`src/hdl/ssm_pkg.sv`:
```
package ssm_pkg;

    localparam int SEGMENT_BYTES        = 32768;
    localparam int SERVERS_PER_GROUP    = 5;
    localparam int CHECKSUM_GROUP_BYTES = 131072;
    localparam int MAX_GROUPS           = 16;
    localparam int MAX_REQUEST_BYTES    = 1048576;
    localparam int MAX_RESULTS          = 33;

    localparam int OFF_W   = 48;
    localparam int SIZE_W  = 21;
    localparam int BYTES_W = 16;
    localparam int SLOT_W  = 4;
    localparam int GSEG_W  = 34;
    localparam int GC_W    = 5;
    localparam int CNT_W   = 6;
    localparam int SEG_LOG = $clog2(SEGMENT_BYTES);
    localparam int CG_LOG  = $clog2(CHECKSUM_GROUP_BYTES);
    localparam int CGS_W   = OFF_W - CG_LOG;

    localparam logic CMD_MAP = 1'b0;
    localparam logic CMD_END = 1'b1;

    typedef struct packed {
        logic               cmd;
        logic [OFF_W-1:0]   file_offset_in;
        logic [SIZE_W-1:0]  request_bytes;
    } t_in_item;

    typedef struct packed {
        logic [OFF_W-1:0]   seg_file_offset;
        logic [BYTES_W-1:0] seg_bytes;
        logic [SLOT_W-1:0]  group_slot;
        logic [OFF_W-1:0]   group_byte_offset;
        logic [GSEG_W-1:0]  group_segment;
        logic               last;
    } t_out_item;

    // classified item held in the queue
    typedef struct packed {
        logic               cmd;
        logic [OFF_W-1:0]   off;
        logic [SIZE_W-1:0]  size;
    } t_job;

    typedef enum logic [1:0] {
        ST_IDLE,
        ST_DIV,
        ST_EMIT
    } t_back_state;

endpackage

```
`src/hdl/ssm_front.sv`:
```
module ssm_front (
    input  logic              i_clk,
    input  logic              i_rst_n,
    input  logic              i_in_valid,
    output logic              o_in_stall,
    input  ssm_pkg::t_in_item i_in_data,
    input  logic              i_pop,
    output logic              o_job_valid,
    output ssm_pkg::t_job     o_job
);
    import ssm_pkg::*;

    t_job       r_mem [2];
    logic       r_wp;
    logic       r_rp;
    logic [1:0] r_cnt;
    logic       w_push;
    logic       w_pop;
    t_job       w_job;

    // zero-length map requests give no result and are dropped here
    assign o_in_stall = (r_cnt == 2'd2);
    assign w_push = i_in_valid && !o_in_stall
                    && !(i_in_data.cmd == CMD_MAP && i_in_data.request_bytes == '0);
    assign w_pop = i_pop && (r_cnt != 2'd0);

    always_comb begin
        w_job.cmd = i_in_data.cmd;
        w_job.off = i_in_data.file_offset_in;
        if (i_in_data.request_bytes > SIZE_W'(MAX_REQUEST_BYTES)) begin
            w_job.size = SIZE_W'(MAX_REQUEST_BYTES);
        end else begin
            w_job.size = i_in_data.request_bytes;
        end
    end

    always_ff @(posedge i_clk) begin
        if (w_push) begin
            r_mem[r_wp] <= w_job;
        end
    end

    always_ff @(posedge i_clk) begin
        if (!i_rst_n) begin
            r_wp  <= 1'b0;
            r_rp  <= 1'b0;
            r_cnt <= 2'd0;
        end else begin
            if (w_push) begin
                r_wp <= !r_wp;
            end
            if (w_pop) begin
                r_rp <= !r_rp;
            end
            r_cnt <= r_cnt + {1'b0, w_push} - {1'b0, w_pop};
        end
    end

    assign o_job_valid = (r_cnt != 2'd0);
    assign o_job       = r_mem[r_rp];

endmodule

```
`src/hdl/ssm_div.sv`:
```
module ssm_div (
    input  logic                        i_clk,
    input  logic                        i_rst_n,
    input  logic                        i_start,
    input  logic [ssm_pkg::CGS_W-1:0]   i_dividend,
    input  logic [ssm_pkg::GC_W-1:0]    i_divisor,
    output logic                        o_done,
    output logic [ssm_pkg::CGS_W-1:0]   o_quot,
    output logic [ssm_pkg::SLOT_W-1:0]  o_rem
);
    import ssm_pkg::*;

    localparam int STEP_W = $clog2(CGS_W);

    logic [CGS_W-1:0]  r_q;
    logic [SLOT_W-1:0] r_rem;
    logic [GC_W-1:0]   r_div;
    logic [STEP_W-1:0] r_step;
    logic              r_busy;
    logic              r_done;
    logic [GC_W-1:0]   w_trial;
    logic              w_ge;

    // restoring division, one quotient bit a cycle
    assign w_trial = {r_rem, r_q[CGS_W-1]};
    assign w_ge    = (w_trial >= r_div);

    always_ff @(posedge i_clk) begin
        if (i_start) begin
            r_q   <= i_dividend;
            r_rem <= '0;
            r_div <= i_divisor;
        end else if (r_busy) begin
            r_q   <= {r_q[CGS_W-2:0], w_ge};
            r_rem <= w_ge ? SLOT_W'(w_trial - r_div) : SLOT_W'(w_trial);
        end
    end

    always_ff @(posedge i_clk) begin
        if (!i_rst_n) begin
            r_busy <= 1'b0;
            r_done <= 1'b0;
            r_step <= '0;
        end else begin
            r_done <= 1'b0;
            if (i_start) begin
                r_busy <= 1'b1;
                r_step <= '0;
            end else if (r_busy) begin
                r_step <= r_step + 1'b1;
                if (r_step == STEP_W'(CGS_W - 1)) begin
                    r_busy <= 1'b0;
                    r_done <= 1'b1;
                end
            end
        end
    end

    assign o_done = r_done;
    assign o_quot = r_q;
    assign o_rem  = r_rem;

endmodule

```
`src/hdl/ssm_back.sv`:
```
module ssm_back (
    input  logic                      i_clk,
    input  logic                      i_rst_n,
    input  logic [ssm_pkg::GC_W-1:0]  i_groups,
    input  logic                      i_job_valid,
    input  ssm_pkg::t_job             i_job,
    output logic                      o_pop,
    output logic                      o_out_valid,
    input  logic                      i_out_stall,
    output ssm_pkg::t_out_item        o_out_data
);
    import ssm_pkg::*;

    t_back_state       r_state;
    t_back_state       n_state;
    logic              w_div_start;
    logic              w_div_done;
    logic [CGS_W-1:0]  w_quot;
    logic [SLOT_W-1:0] w_rem;

    logic              r_cmd;
    logic              r_first;
    logic [OFF_W-1:0]  r_off;
    logic [SIZE_W-1:0] r_size;
    logic [SLOT_W-1:0] r_slot;
    logic [OFF_W-1:0]  r_goff;
    logic [OFF_W-1:0]  r_start;
    logic [GSEG_W-1:0] r_gseg;
    logic [CNT_W-1:0]  r_k;
    logic [SLOT_W-1:0] r_i;
    logic              r_out_valid;
    t_out_item         r_out;
    logic              r_kick;

    logic              w_out_free;
    logic              w_fire;
    t_out_item         w_item;

    logic [SEG_LOG-1:0] w_seg_off;
    logic [BYTES_W-1:0] w_room;
    logic [BYTES_W-1:0] w_piece_first;
    logic [SIZE_W-1:0]  w_size_al;
    logic [SIZE_W-1:0]  w_nsize;
    logic [BYTES_W-1:0] w_piece;
    logic [OFF_W-1:0]   w_goff_inc;
    logic [GC_W-1:0]    w_slot_inc;
    logic               w_wrap_n;
    logic [OFF_W-1:0]   w_nstart;
    logic [SLOT_W-1:0]  w_nslot;
    logic [OFF_W-1:0]   w_ngoff;
    logic [CNT_W-1:0]   w_nk;
    logic [OFF_W-1:0]   w_div_goff;

    ssm_div u_div (
        .i_clk      (i_clk),
        .i_rst_n    (i_rst_n),
        .i_start    (w_div_start),
        .i_dividend (r_off[OFF_W-1:CG_LOG]),
        .i_divisor  (i_groups),
        .o_done     (w_div_done),
        .o_quot     (w_quot),
        .o_rem      (w_rem)
    );

    assign w_out_free = !r_out_valid || !i_out_stall;

    // next state
    always_comb begin
        n_state = r_state;
        unique case (r_state)
            ST_IDLE: if (i_job_valid) n_state = ST_DIV;
            ST_DIV:  if (w_div_done) n_state = ST_EMIT;
            ST_EMIT: if (w_out_free && w_item.last) n_state = ST_IDLE;
            default: n_state = ST_IDLE;
        endcase
    end

    // outputs of the sequencer
    always_comb begin
        o_pop       = 1'b0;
        w_fire      = 1'b0;
        w_div_start = 1'b0;
        unique case (r_state)
            ST_IDLE: o_pop = i_job_valid;
            ST_DIV:  w_div_start = r_kick;
            ST_EMIT: w_fire = w_out_free;
            default: o_pop = 1'b0;
        endcase
    end

    // divider starts the cycle after the job is latched
    always_ff @(posedge i_clk) begin
        if (!i_rst_n) begin
            r_kick <= 1'b0;
        end else begin
            r_kick <= o_pop;
        end
    end

    assign w_div_goff = {w_quot, r_off[CG_LOG-1:0]};

    // map arithmetic
    always_comb begin
        w_seg_off     = r_off[SEG_LOG-1:0];
        w_room        = BYTES_W'(SEGMENT_BYTES) - BYTES_W'(w_seg_off);
        w_piece_first = (r_size < SIZE_W'(w_room)) ? BYTES_W'(r_size) : w_room;
        w_size_al     = r_size + SIZE_W'(w_seg_off);
        w_nsize       = r_size - SIZE_W'(SEGMENT_BYTES);
        w_piece       = (w_nsize < SIZE_W'(SEGMENT_BYTES)) ? BYTES_W'(w_nsize)
                                                            : BYTES_W'(SEGMENT_BYTES);
        w_goff_inc    = r_goff + OFF_W'(SEGMENT_BYTES);
        w_slot_inc    = {1'b0, r_slot} + 1'b1;
        w_wrap_n      = (w_slot_inc >= i_groups);
        w_nstart      = w_wrap_n ? r_start + OFF_W'(CHECKSUM_GROUP_BYTES) : r_start;
        w_nslot       = w_wrap_n ? '0 : SLOT_W'(w_slot_inc);
        w_nk          = r_k + 1'b1;
        if (w_goff_inc[CG_LOG-1:0] == '0) begin
            w_ngoff = w_nstart;
        end else begin
            w_ngoff = w_goff_inc;
        end
    end

    // result item for the current step
    always_comb begin
        w_item = '0;
        w_item.seg_file_offset = r_off;
        if (r_cmd == CMD_END) begin
            w_item.seg_bytes  = '0;
            w_item.group_slot = r_i;
            if (r_i < r_slot) begin
                w_item.group_byte_offset = r_start + OFF_W'(CHECKSUM_GROUP_BYTES);
                w_item.group_segment = GSEG_W'(r_start[OFF_W-1:SEG_LOG])
                                       + GSEG_W'(SERVERS_PER_GROUP);
            end else if (r_i == r_slot) begin
                w_item.group_byte_offset = r_goff;
                w_item.group_segment     = r_gseg;
            end else begin
                w_item.group_byte_offset = r_start;
                w_item.group_segment     = GSEG_W'(r_start[OFF_W-1:SEG_LOG]);
            end
            w_item.last = ({1'b0, r_i} == i_groups - 1'b1);
        end else if (r_first) begin
            w_item.seg_bytes         = w_piece_first;
            w_item.group_slot        = r_slot;
            w_item.group_byte_offset = r_goff;
            w_item.group_segment     = r_gseg;
            w_item.last              = (w_size_al <= SIZE_W'(SEGMENT_BYTES));
        end else begin
            w_item.seg_file_offset   = r_off + OFF_W'(SEGMENT_BYTES);
            w_item.seg_bytes         = w_piece;
            w_item.group_slot        = (w_goff_inc[CG_LOG-1:0] == '0) ? w_nslot : r_slot;
            w_item.group_byte_offset = w_ngoff;
            w_item.group_segment     = r_gseg + 1'b1;
            w_item.last = (w_nsize <= SIZE_W'(SEGMENT_BYTES))
                          || (w_nk == CNT_W'(MAX_RESULTS));
        end
    end

    always_ff @(posedge i_clk) begin
        if (!i_rst_n) begin
            r_state <= ST_IDLE;
        end else begin
            r_state <= n_state;
        end
    end

    always_ff @(posedge i_clk) begin
        if (o_pop) begin
            r_cmd  <= i_job.cmd;
            r_off  <= i_job.off;
            r_size <= i_job.size;
        end else if (r_state == ST_DIV && w_div_done) begin
            r_slot  <= w_rem;
            r_goff  <= w_div_goff;
            r_start <= {w_quot, {CG_LOG{1'b0}}};
            r_gseg  <= GSEG_W'(w_div_goff[OFF_W-1:SEG_LOG]);
            r_first <= 1'b1;
            r_i     <= '0;
            r_k     <= CNT_W'(1);
        end else if (w_fire) begin
            if (r_cmd == CMD_END) begin
                r_i <= r_i + 1'b1;
            end else if (r_first) begin
                // align the walk to the segment start
                r_first <= 1'b0;
                r_off   <= {r_off[OFF_W-1:SEG_LOG], {SEG_LOG{1'b0}}};
                r_size  <= w_size_al;
                r_goff  <= {r_goff[OFF_W-1:SEG_LOG], {SEG_LOG{1'b0}}};
            end else begin
                r_off  <= r_off + OFF_W'(SEGMENT_BYTES);
                r_size <= w_nsize;
                r_goff <= w_ngoff;
                r_gseg <= r_gseg + 1'b1;
                r_k    <= w_nk;
                if (w_goff_inc[CG_LOG-1:0] == '0) begin
                    r_slot  <= w_nslot;
                    r_start <= w_nstart;
                end
            end
        end
    end

    always_ff @(posedge i_clk) begin
        if (!i_rst_n) begin
            r_out_valid <= 1'b0;
        end else if (w_fire) begin
            r_out_valid <= 1'b1;
        end else if (!i_out_stall) begin
            r_out_valid <= 1'b0;
        end
    end

    always_ff @(posedge i_clk) begin
        if (w_fire) begin
            r_out <= w_item;
        end
    end

    assign o_out_valid = r_out_valid;
    assign o_out_data  = r_out;

endmodule

```
`src/hdl/stripe_segment_mapper_top.sv`:
```
// stripe segment mapper: a map transaction (offset, length) yields one result per
// segment touched, with the group slot, the offset and segment number inside the
// group's local space, last set on the final one; zero length gives nothing. an
// end transaction yields one end position per group slot. each transaction first
// runs a bit-serial division of its checksum-group index by the group count, then
// emits one result per cycle while the output is not stalled (at most 33 results
// for a map, group_count for an end). a two-entry queue sits between the input
// side and the sequencer, so input transactions are taken while results drain.
module stripe_segment_mapper_top (
    input  logic               i_clk,
    input  logic               i_rst_n,
    // input channel
    input  logic               i_in_valid,
    output logic               o_in_stall,
    input  ssm_pkg::t_in_item  i_in_data,
    // output channel
    output logic               o_out_valid,
    input  logic               i_out_stall,
    output ssm_pkg::t_out_item o_out_data,
    // register port
    input  logic               psel,
    input  logic               penable,
    input  logic               pwrite,
    input  logic [2:0]         paddr,
    input  logic [31:0]        pwdata,
    output logic [31:0]        prdata,
    output logic               pready
);
    import ssm_pkg::*;

    logic [GC_W-1:0] r_group_count;
    logic [GC_W-1:0] w_groups;
    logic            w_job_valid;
    t_job            w_job;
    logic            w_pop;

    // register write on the access phase, group_count at address 0 (any address with paddr[2] low)
    assign pready = 1'b1;

    always_ff @(posedge i_clk) begin
        if (!i_rst_n) begin
            r_group_count <= GC_W'(1);
        end else if (psel && penable && pwrite && pready && !paddr[2]) begin
            r_group_count <= pwdata[GC_W-1:0];
        end
    end

    assign prdata = paddr[2] ? 32'd0 : {{(32-GC_W){1'b0}}, r_group_count};

    // zero acts as one group, values above the maximum saturate
    always_comb begin
        if (r_group_count == '0) begin
            w_groups = GC_W'(1);
        end else if (r_group_count > GC_W'(MAX_GROUPS)) begin
            w_groups = GC_W'(MAX_GROUPS);
        end else begin
            w_groups = r_group_count;
        end
    end

    // input side: accept, drop empty ranges, saturate length, queue
    ssm_front u_front (
        .i_clk       (i_clk),
        .i_rst_n     (i_rst_n),
        .i_in_valid  (i_in_valid),
        .o_in_stall  (o_in_stall),
        .i_in_data   (i_in_data),
        .i_pop       (w_pop),
        .o_job_valid (w_job_valid),
        .o_job       (w_job)
    );

    // sequencer: divide, then walk segments or group slots
    ssm_back u_back (
        .i_clk       (i_clk),
        .i_rst_n     (i_rst_n),
        .i_groups    (w_groups),
        .i_job_valid (w_job_valid),
        .i_job       (w_job),
        .o_pop       (w_pop),
        .o_out_valid (o_out_valid),
        .i_out_stall (i_out_stall),
        .o_out_data  (o_out_data)
    );

endmodule
```
`config.mk`:
```
export PLATFORM = sky130hd
export DESIGN_NAME = stripe_segment_mapper_top
export DESIGN_NICKNAME = d
export VERILOG_FILES = /design/src/hdl/ssm_pkg.sv /design/src/hdl/ssm_front.sv /design/src/hdl/ssm_div.sv /design/src/hdl/ssm_back.sv /design/src/hdl/stripe_segment_mapper_top.sv
export SDC_FILE = /design/constraint.sdc
export NUM_CORES = 1
export LEC_CHECK = 0
export BUFFER_PORTS_ARGS = -buffer_cell sky130_fd_sc_hd__buf_2
export CORE_MARGIN = 3
export CORE_UTILIZATION = 55
export CTS_BUF_LIST = sky130_fd_sc_hd__clkbuf_8
export CTS_CLUSTER_DIAMETER = 80
export DETAILED_ROUTE_END_ITERATION = 10
export PLACE_DENSITY = 0.75
export SYNTH_ARGS = -nofsm -noshare
export SYNTH_HDL_FRONTEND = slang
export SYNTH_SLANG_ARGS = --single-unit
```
`constraint.sdc`:
```
create_clock -name i_clk -period 8.32 [get_ports i_clk]
set_clock_uncertainty 0.2 [all_clocks]
set_input_delay 0.832 -clock i_clk [delete_from_list [all_inputs] [get_ports i_clk]]
set_output_delay 0.832 -clock i_clk [all_outputs]
set_load 0.02 [all_outputs]
```
# After elaboration in Yosys (flattened, before gate mapping)
# Memory sizes are Yosys's and may differ from the RTL's. A register that Yosys moved wholly into a read port is not among the register bits.
# Index checks and enable logic that the tools add are counted.
# word_totals
regBits	426
ram_bits	140
in_bits	112
out_inout_bits	186
elab_cells	186
memories	1
# memory_table
memory	depth	width	read_ports	rd_ports_with_merged_regs	write_ports	line	source
u_front.r_mem	2	70	1	1	1	ssm_front.sv:13	t_job r_mem [2];
# classes
add_sub_neg	16
order_cmp	9
n_eq_ne	16
mux	70
n_bitwise	4
n_reduce_logical	37
# ops
operator	n
48-bit 2-to-1 mux	18
82-bit 2-to-1 mux	2
21-bit 2-to-1 mux	6
103-bit 2-to-1 mux	1
34-bit 2-to-1 mux	3
48-bit by 16-bit adder with 48-bit output, second input constant	2
87-bit 2-to-1 mux	1
31-bit 2-to-1 mux	2
48-bit by 18-bit adder with 48-bit output, second input constant	1
21-bit by 16-bit <= comparator with 1-bit output, second input constant	2
4-bit 2-to-1 mux	9
33-bit by 3-bit adder with 34-bit output, second input constant	1
34-bit by 1-bit adder with 34-bit output, second input constant	1
33-bit 2-to-1 mux	1
16-bit 2-to-1 mux	2
21-bit by 15-bit adder with 21-bit output	1
21-bit greater-than comparator, second input constant	1
21-bit logical NOT	1
21-bit by 16-bit < comparator with 1-bit output	1
21-bit by 16-bit < comparator with 1-bit output, second input constant	1
21-bit by 16-bit subtractor with 21-bit output, second input constant	1
6-bit 2-to-1 mux	3
17-bit logical NOT	1
16-bit by 15-bit subtractor with 16-bit output, first input constant	1
other kinds (35)	89

# Depth between registers and ports, before layout
# logic_depth
ltp_word	11
depth_mapped	17
ltp_nobuf	16

# By module
# From an unflattened synthesis, not the netlist that was laid out.
# hier_totals
cells_unflattened	2692
area_unflattened_um2	29472.0
# by_module_without_submodules
mod	instances	cells_each	area_each_um2	seq_area_each_um2
ssm_back	1	2204	21379.3	10560.1
ssm_front	1	282	5495.3	4304.1
ssm_div	1	141	2085.8	1301.2
stripe_segment_mapper_top	1	65	511.7	100.1

# Worst setup path before layout
# No wires, ideal clock.
# synth_path
kind	input -> register
from	input i_out_stall
to	register u_back.r_start[17] (enable)
setup_ps	462
arrival_time_ps	6547
t_required_ps	7658
path_slack_ps	1111
cell_stages	5
path_buffers	0
cell_sequence	nand2_1 -> nand2_1 -> inv_1 -> nand2_1 -> o21ai_0
# synth_via
elab_chain_cells	5
# synth_rtl
item	line	source
start, declared	stripe_segment_mapper_top.sv:18	input logic i_out_stall,
1-bit logical NOT	ssm_back.sv:65	assign w_out_free = !r_out_valid || !i_out_stall;
1-bit logical OR	ssm_back.sv:65	
1-bit 2-to-1 mux	ssm_back.sv:83	unique case (r_state)
via u_back.w_fire	ssm_back.sv:36	logic w_fire;
2-bit nonzero test (no source line)	-	
5-bit AND reduction (no source line)	-	
end signal, assigned	ssm_back.sv:176	r_start <= {w_quot, {CG_LOG{1'b0}}};
end signal, assigned	ssm_back.sv:198	r_start <= w_nstart;
end, declared	ssm_back.sv:27	logic [OFF_W-1:0] r_start;
# The timed path passes the listed nets, and every way through them passes these cells.
# A chain may end at the register's enable or synchronous reset.

# Worst setup path in the final report
# layout_path
from	register u_back.r_off[4]
to	register u_back.r_out, in the netlist u_back.o_out_data[93], data pin
# layout_via
elab_chain_cells	4
# layout_rtl
item	line	source
start, declared	ssm_back.sv:23	logic [OFF_W-1:0] r_off;
start signal, assigned	ssm_back.sv:171	r_off <= i_job.off;
start signal, assigned	ssm_back.sv:187	r_off <= {r_off[OFF_W-1:SEG_LOG], {SEG_LOG{1'b0}}};
start signal, assigned	ssm_back.sv:191	r_off <= r_off + OFF_W'(SEGMENT_BYTES);
16-bit by 15-bit subtractor with 16-bit output (*)	ssm_back.sv:105	w_room = BYTES_W'(SEGMENT_BYTES) - BYTES_W'(w_seg_off);
21-bit by 16-bit < comparator with 1-bit output	ssm_back.sv:106	w_piece_first = (r_size < SIZE_W'(w_room)) ? BYTES_W'(r_size) : w_room;
16-bit 2-to-1 mux (*)	ssm_back.sv:106	
103-bit 2-to-1 mux (*)	ssm_back.sv:143	end else if (r_first) begin
end signal, assigned	ssm_back.sv:216	r_out <= w_item;
end, declared	ssm_back.sv:32	t_out_item r_out;
# Mark *: on every way between the ends. The rest lies on a longest branch, timed or not.

==> run metrics <==
Post-CTS Hold Fix Bufs 0; layout cells sized above 1 0.153; vias per cell between 6 and 7; DR iter-0 viols 2339; Post-Route Setup TNS 0 ns; Core Region 0.0506 mm^2; ys async rst share 0; vias in the first global route 20600; sequential share of the synthesized area 0.572; Area contributors post-synth edfxtp_1, nand2_1, xnor2_1; clock tree root buffer cell clkbuf_8; GPL Wtd Cong about 0.94; TritonCTS buffer count between 80 and 90; worst-path fanout max 15; Synth area leader edfxtp_1; H-tree levels 3; utilization after layout 0.634; Leakage about 12 nW; routed len/inst between 20 and 25 um; clk_lat worst skew around 0.7 ns; Crit Path Class flop to flop; first-pass GRT wire length roughly 110 mm; Total Power about 0.0086 W; Worst setup EP type flop; Routed WL 75.3 mm; initial antenna violation count 0; worst-margin pin slew roughly 1.4 ns; number of setup buffers added after CTS 0; post-layout instance count excluding filler cells 3537; Final #Nets around 3000; number of enable flip-flop cells after synthesis 525; Pre-antenna DRT Iters 7; Global Route Usage Sum 0.271; Post-CTS Resized 0; top_reg_cell synth edfxtp_1; Post-synth top cells edfxtp_1, nand2_1, nor2_1; Final Setup Violations 0; CTS Sinks 550; Yosys top cell area share 0.554; Max Cap Violations 0; YS warnings 0; pwr/cell area between 200 and 300 mW/mm^2; status complete, no violations; Final Cycle Share 0.578; Slew headroom 0.0619; CTS Buffer Depth 3; initial core utilization 0.562; Routed Antenna Nets 0; Max Freq roughly 210 MHz; Clk pin slew, worst setup/hold paths 0.07 ns; Final Critical Period between 4 and 5 ns; DRC violations left 0; Post-Synthesis Cells 2566; die width between 200 and 250 um; Slew Viols, Final 0; Vias roughly 21000; PortBufs 240; Yosys cell types between 80 and 90; Startpoint Class flop; largest net degree at the start of global routing between 90 and 100; CTS tree done; Syn Std Cell Area roughly 0.028 mm^2; RSZ-0062 raised after global routing false; final hold vios 0; count leader, synth edfxtp_1; type of the tightest min-delay check input pin to flop; Yosys reg bits 550; CP required around 8.6 ns; Boundary Pins 298; CP arrival 5.07 ns; maximum VDD drop around 180 uV; Die Area approximately 0.054 mm^2; remaining global-route overflow 0; Avg Inst Size Synth about 11 um^2; Die H 233 um; P&R area growth vs syn 12.8%; DP Wirelength 51.1 mm; row count about 80; Inst Count DP ~3400
==> worst max-delay path, stage by stage (launching register included) <==
cell and delay, ns:
edfxtp_1 0.54, nor3_1 0.31, nand2b_1 0.12, nor2_1 0.13, nand2_1 0.12, nor4_1 0.30
nand2_1 0.14, or3_1 0.36, ha_1 0.32, a211oi_1 0.25, nand2_1 0.08, a311oi_1 0.28
nand2_1 0.15, o22ai_1 1.06, o2bb2ai_1 0.23
==> registers in the layout, summed over array words and instances (netlist names), 21 cells and up, named ones only <==
signal / flops
u_back.o_out_data: 151
u_back.r_goff: 48
u_back.r_gseg: 34
u_back.r_off: 48
u_back.r_size: 21
u_back.r_start: 31
u_back.u_div.o_quot: 31
u_front.r_mem: 140
==> cells in the final DEF (no fill, tap or decap), drive strengths merged, types with 33 or more instances in the layout <==
cell | Yosys | layout
o21ai | 132 | 132
and2 | 42 | 42
nor3 | 38 | 38
nand3 | 76 | 76
clkbuf | 109 | 92
nand4 | 33 | 33
clkinv | 1 | 38
xor2 | 82 | 82
nand2 | 361 | 361
ha | 63 | 63
inv | 51 | 70
a21oi | 146 | 146
mux2i | 82 | 82
buf | 50 | 266
o22ai | 41 | 41
xnor2 | 123 | 123
edfxtp | 525 | 525
and3 | 43 | 43
nor2 | 221 | 221
==> cell type report <==
cell class / instances / area [um^2]
flip-flops and latches: 550 / 16300
inverters: 52 / 200
fillers: 3941 / 18500
repair buffers: 266 / 1400
well taps: 672 / 841
diodes: 2 / 5.00
clock buffers: 92 / 1270
clock inverters: 72 / 697
multi-input cells: 1831 / 11400
==> through the flow <==
step / setup WS (ns) / cell area [um^2] / hold WS [ns]
floorplan: 1.11 / 28500 / 0.230
global placement: 3.78 / 30100 / 0.285
detailed placement: 3.65 / 30100 / 0.289
CTS: 3.59 / 32100 / 0.105
global route: 3.23 / 32100 / 0.132
finish: 3.51 / 32100 / 0.156
==> power by group <==
part	total (W)	internal, W	switching, W
logic	0.00216	0.000842	0.00132
clock network	0.00260	0.00150	0.00111
registers	0.00387	0.00350	0.000368
==> kinds of logic (layout without fill, tap and decap cells) <==
kind of cell | after synthesis | in the layout | synth area share
AO/OA/AOI/OAI | 524 | 524 | 0.119
XOR/XNOR | 205 | 205 | 0.0631
adder cells (fa/ha/maj) | 65 | 65 | 0.0291
buffers and inverters | 211 | 482 | 0.0323
flip-flops | 550 | 550 | 0.572
multiplexers | 85 | 85 | 0.0300
other | 2 | 30 | 0.000264
AND/OR/NAND/NOR | 924 | 924 | 0.154
==> worst paths after layout <==
path,start,endpoint,slack (ns),cells after the start
hold reg to reg,u_back.u_div.r_step[1],u_back.u_div.r_step[1],0.32,2
hold / removal,i_in_data[53],u_front.r_mem[0][53],0.16,1
setup / recovery,u_back.r_off[4],u_back.o_out_data[93],3.51,14
setup reg to reg,u_back.r_off[4],u_back.o_out_data[93],3.51,14
==> metal layers <==
metal,GRT usage,part of all wire
met5,0,0
met1,0.377,0.41
met3,0.0580,0.10
met2,0.419,0.45
met4,0.103,0.031
(Power assumes the default switching activity.)
